### config.mk
export PLATFORM = sky130hd
export DESIGN_NAME = http_chunked_body_deframer_top
export DESIGN_NICKNAME = d
export VERILOG_FILES = /design/src/rtl/core/chbd_pkg.sv /design/src/rtl/core/chbd_in_stage.sv /design/src/rtl/core/chbd_cfg.sv /design/src/rtl/core/chbd_engine.sv /design/src/rtl/core/http_chunked_body_deframer_top.sv
export SDC_FILE = /design/constraint.sdc
export NUM_CORES = 1
export LEC_CHECK = 0
export BUFFER_PORTS_ARGS = -buffer_cell sky130_fd_sc_hd__buf_2
export CORE_UTILIZATION = 45
export DETAILED_ROUTE_END_ITERATION = 8
export PLACE_DENSITY = 0.7
export REMOVE_ABC_BUFFERS = 1
export SYNTH_ARGS = -nofsm -noshare
export SYNTH_HDL_FRONTEND = slang
export SYNTH_SLANG_ARGS = --single-unit
### constraint.sdc
create_clock -name aclk -period 6.2 [get_ports aclk]
set_clock_uncertainty 0.05 [all_clocks]
set_input_delay 0.31 -clock aclk [delete_from_list [all_inputs] [get_ports aclk]]
set_output_delay 0.31 -clock aclk [all_outputs]
set_load 0.03 [all_outputs]
### src/rtl/core/chbd_pkg.sv
// -----------------------------------------------------------------------------
// chbd_pkg
// Types, constants and helpers shared by the chunked body deframer.
// -----------------------------------------------------------------------------
package chbd_pkg;

    // Width of the length and chunk-size counters
    localparam int LENGTH_WIDTH = 32;
    localparam int HEX_BITS     = 4;
    localparam int CFG_WIDTH    = 32;

    typedef logic [LENGTH_WIDTH-1:0] len_t;
    typedef logic [CFG_WIDTH-1:0]    cfg_data_t;
    typedef logic [0:0]              cfg_index_t;

    // Register indexes
    localparam cfg_index_t REG_CHUNKED_MODE   = 1'd0;
    localparam cfg_index_t REG_CONTENT_LENGTH = 1'd1;

    // End status codes
    localparam logic [1:0] END_CONTINUE  = 2'd0;
    localparam logic [1:0] END_COMPLETE  = 2'd1;
    localparam logic [1:0] END_MALFORMED = 2'd2;

    // Characters of interest
    localparam logic [7:0] CHR_CR   = 8'h0D;
    localparam logic [7:0] CHR_LF   = 8'h0A;
    localparam logic [7:0] CHR_SEMI = 8'h3B;
    localparam logic [7:0] CHR_SP   = 8'h20;
    localparam logic [7:0] CHR_TAB  = 8'h09;

    // Input item as held by the input register
    typedef struct packed {
        logic       valid;
        logic [7:0] data;
    } item_t;

    // Restart request from the register block
    typedef struct packed {
        logic restart;
        len_t len_load;
    } restart_t;

    // Result item
    typedef struct packed {
        logic [7:0] payload_byte;
        logic       payload_valid;
        logic [1:0] end_status;
    } result_t;

    // Hex decode: bit 4 is the valid flag, bits 3:0 the digit value
    function automatic logic [HEX_BITS:0] hex_decode(input logic [7:0] b);
        logic [HEX_BITS:0] r;
        r = '0;
        if (b >= 8'h30 && b <= 8'h39) begin
            r = {1'b1, 4'(b - 8'h30)};
        end else if (b >= 8'h61 && b <= 8'h66) begin
            r = {1'b1, 4'(b - 8'h57)};
        end else if (b >= 8'h41 && b <= 8'h46) begin
            r = {1'b1, 4'(b - 8'h37)};
        end
        return r;
    endfunction

    // Load value of the length counter, saturated to its width
    function automatic len_t sat_length(input cfg_data_t v);
        len_t r;
        if ((v >> LENGTH_WIDTH) != '0) begin
            r = '1;
        end else begin
            r = len_t'(v);
        end
        return r;
    endfunction

endpackage

### src/rtl/core/chbd_in_stage.sv
// -----------------------------------------------------------------------------
// chbd_in_stage
// Input register: captures one body byte and holds it until the engine takes it.
// -----------------------------------------------------------------------------
module chbd_in_stage (
    input  logic            aclk,
    input  logic            aresetn,
    input  logic            s_valid,
    output logic            s_ready,
    input  logic [7:0]      s_body_byte,
    input  logic            take,
    output chbd_pkg::item_t item
);

    logic       valid_reg;
    logic [7:0] data_reg;

    // Free when empty or when the held item moves on this cycle
    assign s_ready = !valid_reg || take;

    always_ff @(posedge aclk) begin
        if (!aresetn) begin
            valid_reg <= 1'b0;
        end else if (s_ready) begin
            valid_reg <= s_valid;
        end
        if (s_ready && s_valid) begin
            data_reg <= s_body_byte;
        end
    end

    assign item.valid = valid_reg;
    assign item.data  = data_reg;

endmodule

### src/rtl/core/chbd_cfg.sv
// -----------------------------------------------------------------------------
// chbd_cfg
// Configuration registers; any write restarts the body.
// -----------------------------------------------------------------------------
module chbd_cfg (
    input  logic                  aclk,
    input  logic                  aresetn,
    input  logic                  cfg_wr_en,
    input  chbd_pkg::cfg_index_t  cfg_index,
    input  chbd_pkg::cfg_data_t   cfg_wr_data,
    output logic                  chunked_mode,
    output chbd_pkg::restart_t    rst_req
);

    logic                chunked_mode_reg;
    chbd_pkg::cfg_data_t content_length_reg;

    // Register decode
    always_ff @(posedge aclk) begin
        if (!aresetn) begin
            chunked_mode_reg   <= 1'b0;
            content_length_reg <= '0;
        end else if (cfg_wr_en) begin
            unique case (cfg_index)
                chbd_pkg::REG_CHUNKED_MODE:   chunked_mode_reg   <= cfg_wr_data[0];
                chbd_pkg::REG_CONTENT_LENGTH: content_length_reg <= cfg_wr_data;
                default: ;
            endcase
        end
    end

    // Restart carries the length that is valid after this write
    always_comb begin
        rst_req.restart  = cfg_wr_en;
        rst_req.len_load = chbd_pkg::sat_length(content_length_reg);
        if (cfg_index == chbd_pkg::REG_CONTENT_LENGTH) begin
            rst_req.len_load = chbd_pkg::sat_length(cfg_wr_data);
        end
    end

    assign chunked_mode = chunked_mode_reg;

endmodule

### src/rtl/core/chbd_engine.sv
// -----------------------------------------------------------------------------
// chbd_engine
// Per-byte framing state machine and result register.
// -----------------------------------------------------------------------------
module chbd_engine (
    input  logic               aclk,
    input  logic               aresetn,
    input  chbd_pkg::item_t    item,
    output logic               take,
    input  logic               chunked_mode,
    input  chbd_pkg::restart_t rst_req,
    output logic               m_valid,
    input  logic               m_ready,
    output chbd_pkg::result_t  result
);

    typedef enum logic [2:0] {
        PH_SIZE, PH_DATA, PH_TRAIL, PH_TRAIL_LF, PH_DONE, PH_BAD
    } phase_t;

    typedef struct packed {
        logic digit;
        logic after;
        logic ext;
        logic cr;
    } flags_t;

    localparam int LW = chbd_pkg::LENGTH_WIDTH;

    phase_t            phase_reg, phase_next;
    chbd_pkg::len_t    chunk_rem_reg, chunk_rem_next;
    chbd_pkg::len_t    size_val_reg, size_val_next;
    flags_t            flags_reg, flags_next;
    chbd_pkg::len_t    len_rem_reg, len_rem_next;
    logic              m_valid_reg;
    chbd_pkg::result_t result_reg;

    logic              res_v;
    chbd_pkg::result_t res;
    logic              fire;

    // Result register free: the engine can take the held byte
    assign take = !m_valid_reg || m_ready;
    assign fire = item.valid && take;

    // Next state and result for the held byte
    always_comb begin
        logic [7:0]                 b;
        logic                       do_size;
        logic                       handled;
        logic [chbd_pkg::HEX_BITS:0] hx;
        flags_t                     f;

        b              = item.data;
        do_size        = 1'b0;
        handled        = 1'b0;
        hx             = chbd_pkg::hex_decode(b);
        f              = flags_reg;
        phase_next     = phase_reg;
        chunk_rem_next = chunk_rem_reg;
        size_val_next  = size_val_reg;
        flags_next     = flags_reg;
        len_rem_next   = len_rem_reg;
        res_v          = 1'b0;
        res            = '0;

        if (phase_reg == PH_DONE || phase_reg == PH_BAD) begin
            // body over: byte dropped
        end else if (!chunked_mode) begin
            // fixed length mode
            res_v = 1'b1;
            if (len_rem_reg == '0) begin
                phase_next     = PH_DONE;
                res.end_status = chbd_pkg::END_COMPLETE;
            end else begin
                len_rem_next      = len_rem_reg - chbd_pkg::len_t'(1);
                res.payload_byte  = b;
                res.payload_valid = 1'b1;
                if (len_rem_reg == chbd_pkg::len_t'(1)) begin
                    phase_next     = PH_DONE;
                    res.end_status = chbd_pkg::END_COMPLETE;
                end
            end
        end else begin
            unique case (phase_reg)
                PH_DATA: begin
                    if (chunk_rem_reg == '0) begin
                        do_size = 1'b1;
                    end else begin
                        chunk_rem_next = chunk_rem_reg - chbd_pkg::len_t'(1);
                        if (chunk_rem_reg == chbd_pkg::len_t'(1)) begin
                            phase_next = PH_TRAIL;
                        end
                        res_v             = 1'b1;
                        res.payload_byte  = b;
                        res.payload_valid = 1'b1;
                    end
                end
                PH_TRAIL: begin
                    if (b == chbd_pkg::CHR_CR) begin
                        phase_next = PH_TRAIL_LF;
                    end else if (b == chbd_pkg::CHR_LF) begin
                        phase_next = PH_SIZE;
                    end else begin
                        do_size = 1'b1;
                    end
                end
                PH_TRAIL_LF: begin
                    if (b == chbd_pkg::CHR_LF) begin
                        phase_next = PH_SIZE;
                    end else begin
                        do_size = 1'b1;
                    end
                end
                PH_SIZE: do_size = 1'b1;
                default: do_size = 1'b1;
            endcase

            // chunk-size line parsing
            if (do_size) begin
                phase_next = PH_SIZE;
                if (f.cr) begin
                    if (b == chbd_pkg::CHR_LF) begin
                        handled = 1'b1;
                        if (!f.digit) begin
                            phase_next     = PH_BAD;
                            res_v          = 1'b1;
                            res.end_status = chbd_pkg::END_MALFORMED;
                        end else if (size_val_reg == '0) begin
                            phase_next     = PH_DONE;
                            f              = '0;
                            res_v          = 1'b1;
                            res.end_status = chbd_pkg::END_COMPLETE;
                        end else begin
                            chunk_rem_next = size_val_reg;
                            size_val_next  = '0;
                            f              = '0;
                            phase_next     = PH_DATA;
                        end
                    end else begin
                        // lone CR counts as whitespace
                        f.cr = 1'b0;
                        if (!f.ext && f.digit) begin
                            f.after = 1'b1;
                        end
                    end
                end
                if (!handled) begin
                    if (b == chbd_pkg::CHR_CR) begin
                        f.cr = 1'b1;
                    end else if (f.ext) begin
                        // extension text ignored
                    end else if (b == chbd_pkg::CHR_SEMI) begin
                        f.ext = 1'b1;
                    end else if (b == chbd_pkg::CHR_SP || b == chbd_pkg::CHR_TAB) begin
                        if (f.digit) begin
                            f.after = 1'b1;
                        end
                    end else if (!hx[chbd_pkg::HEX_BITS] || f.after
                                 || size_val_reg[LW-1 -: chbd_pkg::HEX_BITS] != '0) begin
                        phase_next     = PH_BAD;
                        res_v          = 1'b1;
                        res.end_status = chbd_pkg::END_MALFORMED;
                    end else begin
                        size_val_next = {size_val_reg[LW-chbd_pkg::HEX_BITS-1:0],
                                         hx[chbd_pkg::HEX_BITS-1:0]};
                        f.digit       = 1'b1;
                    end
                end
                flags_next = f;
            end
        end
    end

    // State, restart and result register
    always_ff @(posedge aclk) begin
        if (!aresetn) begin
            phase_reg     <= PH_SIZE;
            chunk_rem_reg <= '0;
            size_val_reg  <= '0;
            flags_reg     <= '0;
            len_rem_reg   <= '0;
            m_valid_reg   <= 1'b0;
        end else begin
            if (rst_req.restart) begin
                phase_reg     <= PH_SIZE;
                chunk_rem_reg <= '0;
                size_val_reg  <= '0;
                flags_reg     <= '0;
                len_rem_reg   <= rst_req.len_load;
            end else if (fire) begin
                phase_reg     <= phase_next;
                chunk_rem_reg <= chunk_rem_next;
                size_val_reg  <= size_val_next;
                flags_reg     <= flags_next;
                len_rem_reg   <= len_rem_next;
            end
            if (take) begin
                m_valid_reg <= fire && res_v && !rst_req.restart;
            end
        end
        if (fire && res_v) begin
            result_reg <= res;
        end
    end

    assign m_valid = m_valid_reg;
    assign result  = result_reg;

endmodule

### src/rtl/core/http_chunked_body_deframer_top.sv
// -----------------------------------------------------------------------------
// http_chunked_body_deframer_top
// HTTP/1.1 message body deframer: fixed-length or chunked transfer decoding.
//
//   Channel  Direction  Handshake          Payload
//   s_       in         s_valid/s_ready    s_body_byte
//   m_       out        m_valid/m_ready    m_payload_byte, m_payload_valid,
//                                          m_end_status
//   cfg_     in         cfg_wr_en          cfg_index, cfg_wr_data
//
// One item per clock while the result side is not stalled; items pass the input
// register, then the framing state machine feeding the result register.
// Reset: aresetn, synchronous, active low; no clearing pass.
// A stalled result holds in the result register; the input register still
// absorbs one item, so s_ready drops only when both are full.
// Items that produce no result are consumed without touching the m_ side.
// -----------------------------------------------------------------------------
module http_chunked_body_deframer_top (
    input  logic        aclk,
    input  logic        aresetn,
    input  logic        s_valid,
    output logic        s_ready,
    input  logic [7:0]  s_body_byte,
    output logic        m_valid,
    input  logic        m_ready,
    output logic [7:0]  m_payload_byte,
    output logic        m_payload_valid,
    output logic [1:0]  m_end_status,
    input  logic        cfg_wr_en,
    input  logic [0:0]  cfg_index,
    input  logic [31:0] cfg_wr_data
);

    chbd_pkg::item_t    item;
    chbd_pkg::restart_t rst_req;
    chbd_pkg::result_t  result;
    logic               take;
    logic               chunked_mode;

    chbd_in_stage u_in (
        .aclk        (aclk),
        .aresetn     (aresetn),
        .s_valid     (s_valid),
        .s_ready     (s_ready),
        .s_body_byte (s_body_byte),
        .take        (take),
        .item        (item)
    );

    chbd_cfg u_cfg (
        .aclk         (aclk),
        .aresetn      (aresetn),
        .cfg_wr_en    (cfg_wr_en),
        .cfg_index    (cfg_index),
        .cfg_wr_data  (cfg_wr_data),
        .chunked_mode (chunked_mode),
        .rst_req      (rst_req)
    );

    chbd_engine u_eng (
        .aclk         (aclk),
        .aresetn      (aresetn),
        .item         (item),
        .take         (take),
        .chunked_mode (chunked_mode),
        .rst_req      (rst_req),
        .m_valid      (m_valid),
        .m_ready      (m_ready),
        .result       (result)
    );

    assign m_payload_byte  = result.payload_byte;
    assign m_payload_valid = result.payload_valid;
    assign m_end_status    = result.end_status;

endmodule

==> results.cfg <==
[layout]
drive_gt1_frac = 0.147
diodes = 0
final_cell_mix = 138 x dfxtp_1, 121 x nand2_1, 71 x a21oi_1
fin_nets = 1032
final_common_cell = dfxtp_1
fin_cells = 1213
syn_to_final_growth_pct = 12.8

[cts]
cts_tree = yes
cts_root_buffer = clkbuf_16
cts.sinks = 157
clk_latency_ns = 0.43
cts_resized = 0
numCtsBuffers = 17
cts_buffer_depth = 2
htree_num_levels = 4
clk_pin_slew_worst_paths_ns = 0.07

[worst_hold_path]
min_path_type = input port to register

[yosys]
yosysUniqueCellTypes = 86
synth_async_sr_flop_share = 0
synth_edf_count = 19
avgSynthCellArea_um2 = 8.53
yosysSeqAreaShare = 0.412
netlist_area_um2 = 8080
postSynthCellCount = 948
yosysWarnings = 0
synthFlopType = dfxtp_1
synth-seq-cells = 157

[pwr]
p_leak_uw = 0.00329
ir_worst_vdd_mv = 0.214
pwr_density_cell_nw_per_um2 = 262

[global_route]
track_usage = 0.243
antenna_found_initial = 0
grt_pass1_wl_um = 35200
grt_pass1_vias = 6707
overflow = 0
grt_max_degree = 48

[sta]
finalSetupTns_ns = 0
finalSetupViolCount = 0
whs_ns = 0.00753
worst_pin_slew_ns = 1.01
fmax_ghz = 0.254
finalCritPeriodShare = 0.636
slew_violations = 0
final_hold_viol_count = 0
slew_headroom = 0.320
rsz0062_at_grt = no
timing.final.crit_period_ns = 3.94

[placement]
gp_congestion = 0.931
port_buffers = 58
hpwl_um = 14500
place_inst = 1180

[run_status]
status = finished clean

[routing]
first_pass_iters = 5
postRouteAntennaNets = 0
vias_per_cell = 6.02
wl_um = 21500
dr_total_vias = 7307
drt_iter0_drc = 535
drc_errors = 0
wire_per_inst_um = 17.7

[floorplan]
dieHeight_um = 136
core_region_area_um2 = 17400
die_w_um = 136
placementRows = 48
initial_utilization = 0.464
io_pins = 59
design.die.area_um2 = 18500

[critical_path]
crit_arrival_ns = 4.26
worst-path-max-fanout = 20
crit_required_ns = 6.52
start_kind = register
crit_type = register to register
end_kind = register

[flow_run]
drv_cap = 0
-- through the flow --
step	area, um2	util	power [uW]	worst slack [ns]
2_1_floorplan	7840	-	1240	2.59
3_3_place_gp	8480	0.487	1310	2.48
3_5_place_dp	8480	0.487	1310	2.38
4_1_cts	9110	0.523	2400	2.32
5_1_grt	9120	0.524	2470	1.96
6_report	9120	0.524	2390	2.26
-- cells by family (layout without fill, tap and decap cells) --
group / after synthesis / in the layout / synth area share
compound gates: 280 / 280 / 0.233
xor+xnor: 15 / 15 / 0.0163
fa+ha+maj: 10 / 10 / 0.0155
buf+inv: 74 / 114 / 0.0365
flops: 157 / 157 / 0.412
mux: 34 / 34 / 0.0460
simple gates: 378 / 378 / 0.240
-- synth_stat cells (all sizes together) (3+ instances only) --
library cell	instances	area share
mux2i	9	0.011
buf	20	0.011
o311ai	7	0.0076
a31oi	11	0.0085
and3	9	0.0070
a311oi	3	0.0040
or4	11	0.011
a21oi	71	0.044
nor4	32	0.028
a221oi	4	0.0043
o211ai	11	0.010
a22oi	5	0.0046
o21a	6	0.0056
edfxtp	19	0.071
nand3	21	0.014
nand2	121	0.056
o21ai	63	0.040
ha	10	0.015
or3	12	0.0093
o2bb2ai	9	0.0098
nand2b	7	0.0054
xnor2	11	0.012
nor3b	3	0.0028
a31o	3	0.0033
mux2	25	0.035
o31ai	4	0.0054
xor2	4	0.0043
a32oi	4	0.0043
nor2	69	0.033
clkbuf	39	0.018
and2	16	0.012
or2	4	0.0031
a21boi	27	0.025
nand3b	8	0.0074
nand4	11	0.0093
nor2b	8	0.0062
inv	15	0.0070
a22o	12	0.013
o41ai	3	0.0033
nor3	34	0.022
o22ai	10	0.0077
dfxtp	138	0.34
-- worst paths after layout --
check                                             start                      to  slack [ns]  cells after the start
worst max-delay path            u_eng.chunk_rem_reg[24]  u_eng.size_val_reg[24]        2.26                      7
worst min-delay path                     s_body_byte[4]        u_in.data_reg[4]       0.008                      1
worst max register to register  u_eng.chunk_rem_reg[24]  u_eng.size_val_reg[24]        2.26                      7
worst min register to register   u_eng.chunk_rem_reg[7]  u_eng.chunk_rem_reg[7]        0.41                      1
-- metal layers --
metal	vias up	track usage	wire length, um
met2	253	0.381	9720
met3	41	0.0444	1330
met5	-	0	0
li1	3588	-	-
met1	3425	0.326	9850
met4	0	0.100	620
-- power breakdown --
| group | internal [uW] | total, uW | switching [uW] |
|---|---|---|---|
| Clock | 654 | 1090 | 439 |
| Sequential | 1060 | 1090 | 25.4 |
| Combinational | 80.2 | 206 | 126 |
-- cell type report --
class | instances | area (um2)
multi-input combinational | 717 | 4460
clock inverter | 10 | 126
inverter | 15 | 56.3
clock buffer | 21 | 492
timing repair buffer | 68 | 370
sequential | 157 | 3330
tap | 225 | 282
fill | 1654 | 8300
-- repair_timing --
| item | CTS | global route |
|---|---|---|
| endpoints found under the hold margin | 1 | 1 |
| hold buffers | 1 | 1 |
| setup buffers | 0 | 0 |
-- critical path, stage by stage, from the launching register on --
cell	delay [ns]
dfxtp_1	0.35
or4_1	0.67
nor4_4	0.39
nand4_2	0.27
o21ai_2	0.29
nand4_1	0.74
nor2_1	0.87
a22o_1	0.23
Power figures use the tool's default switching activity.
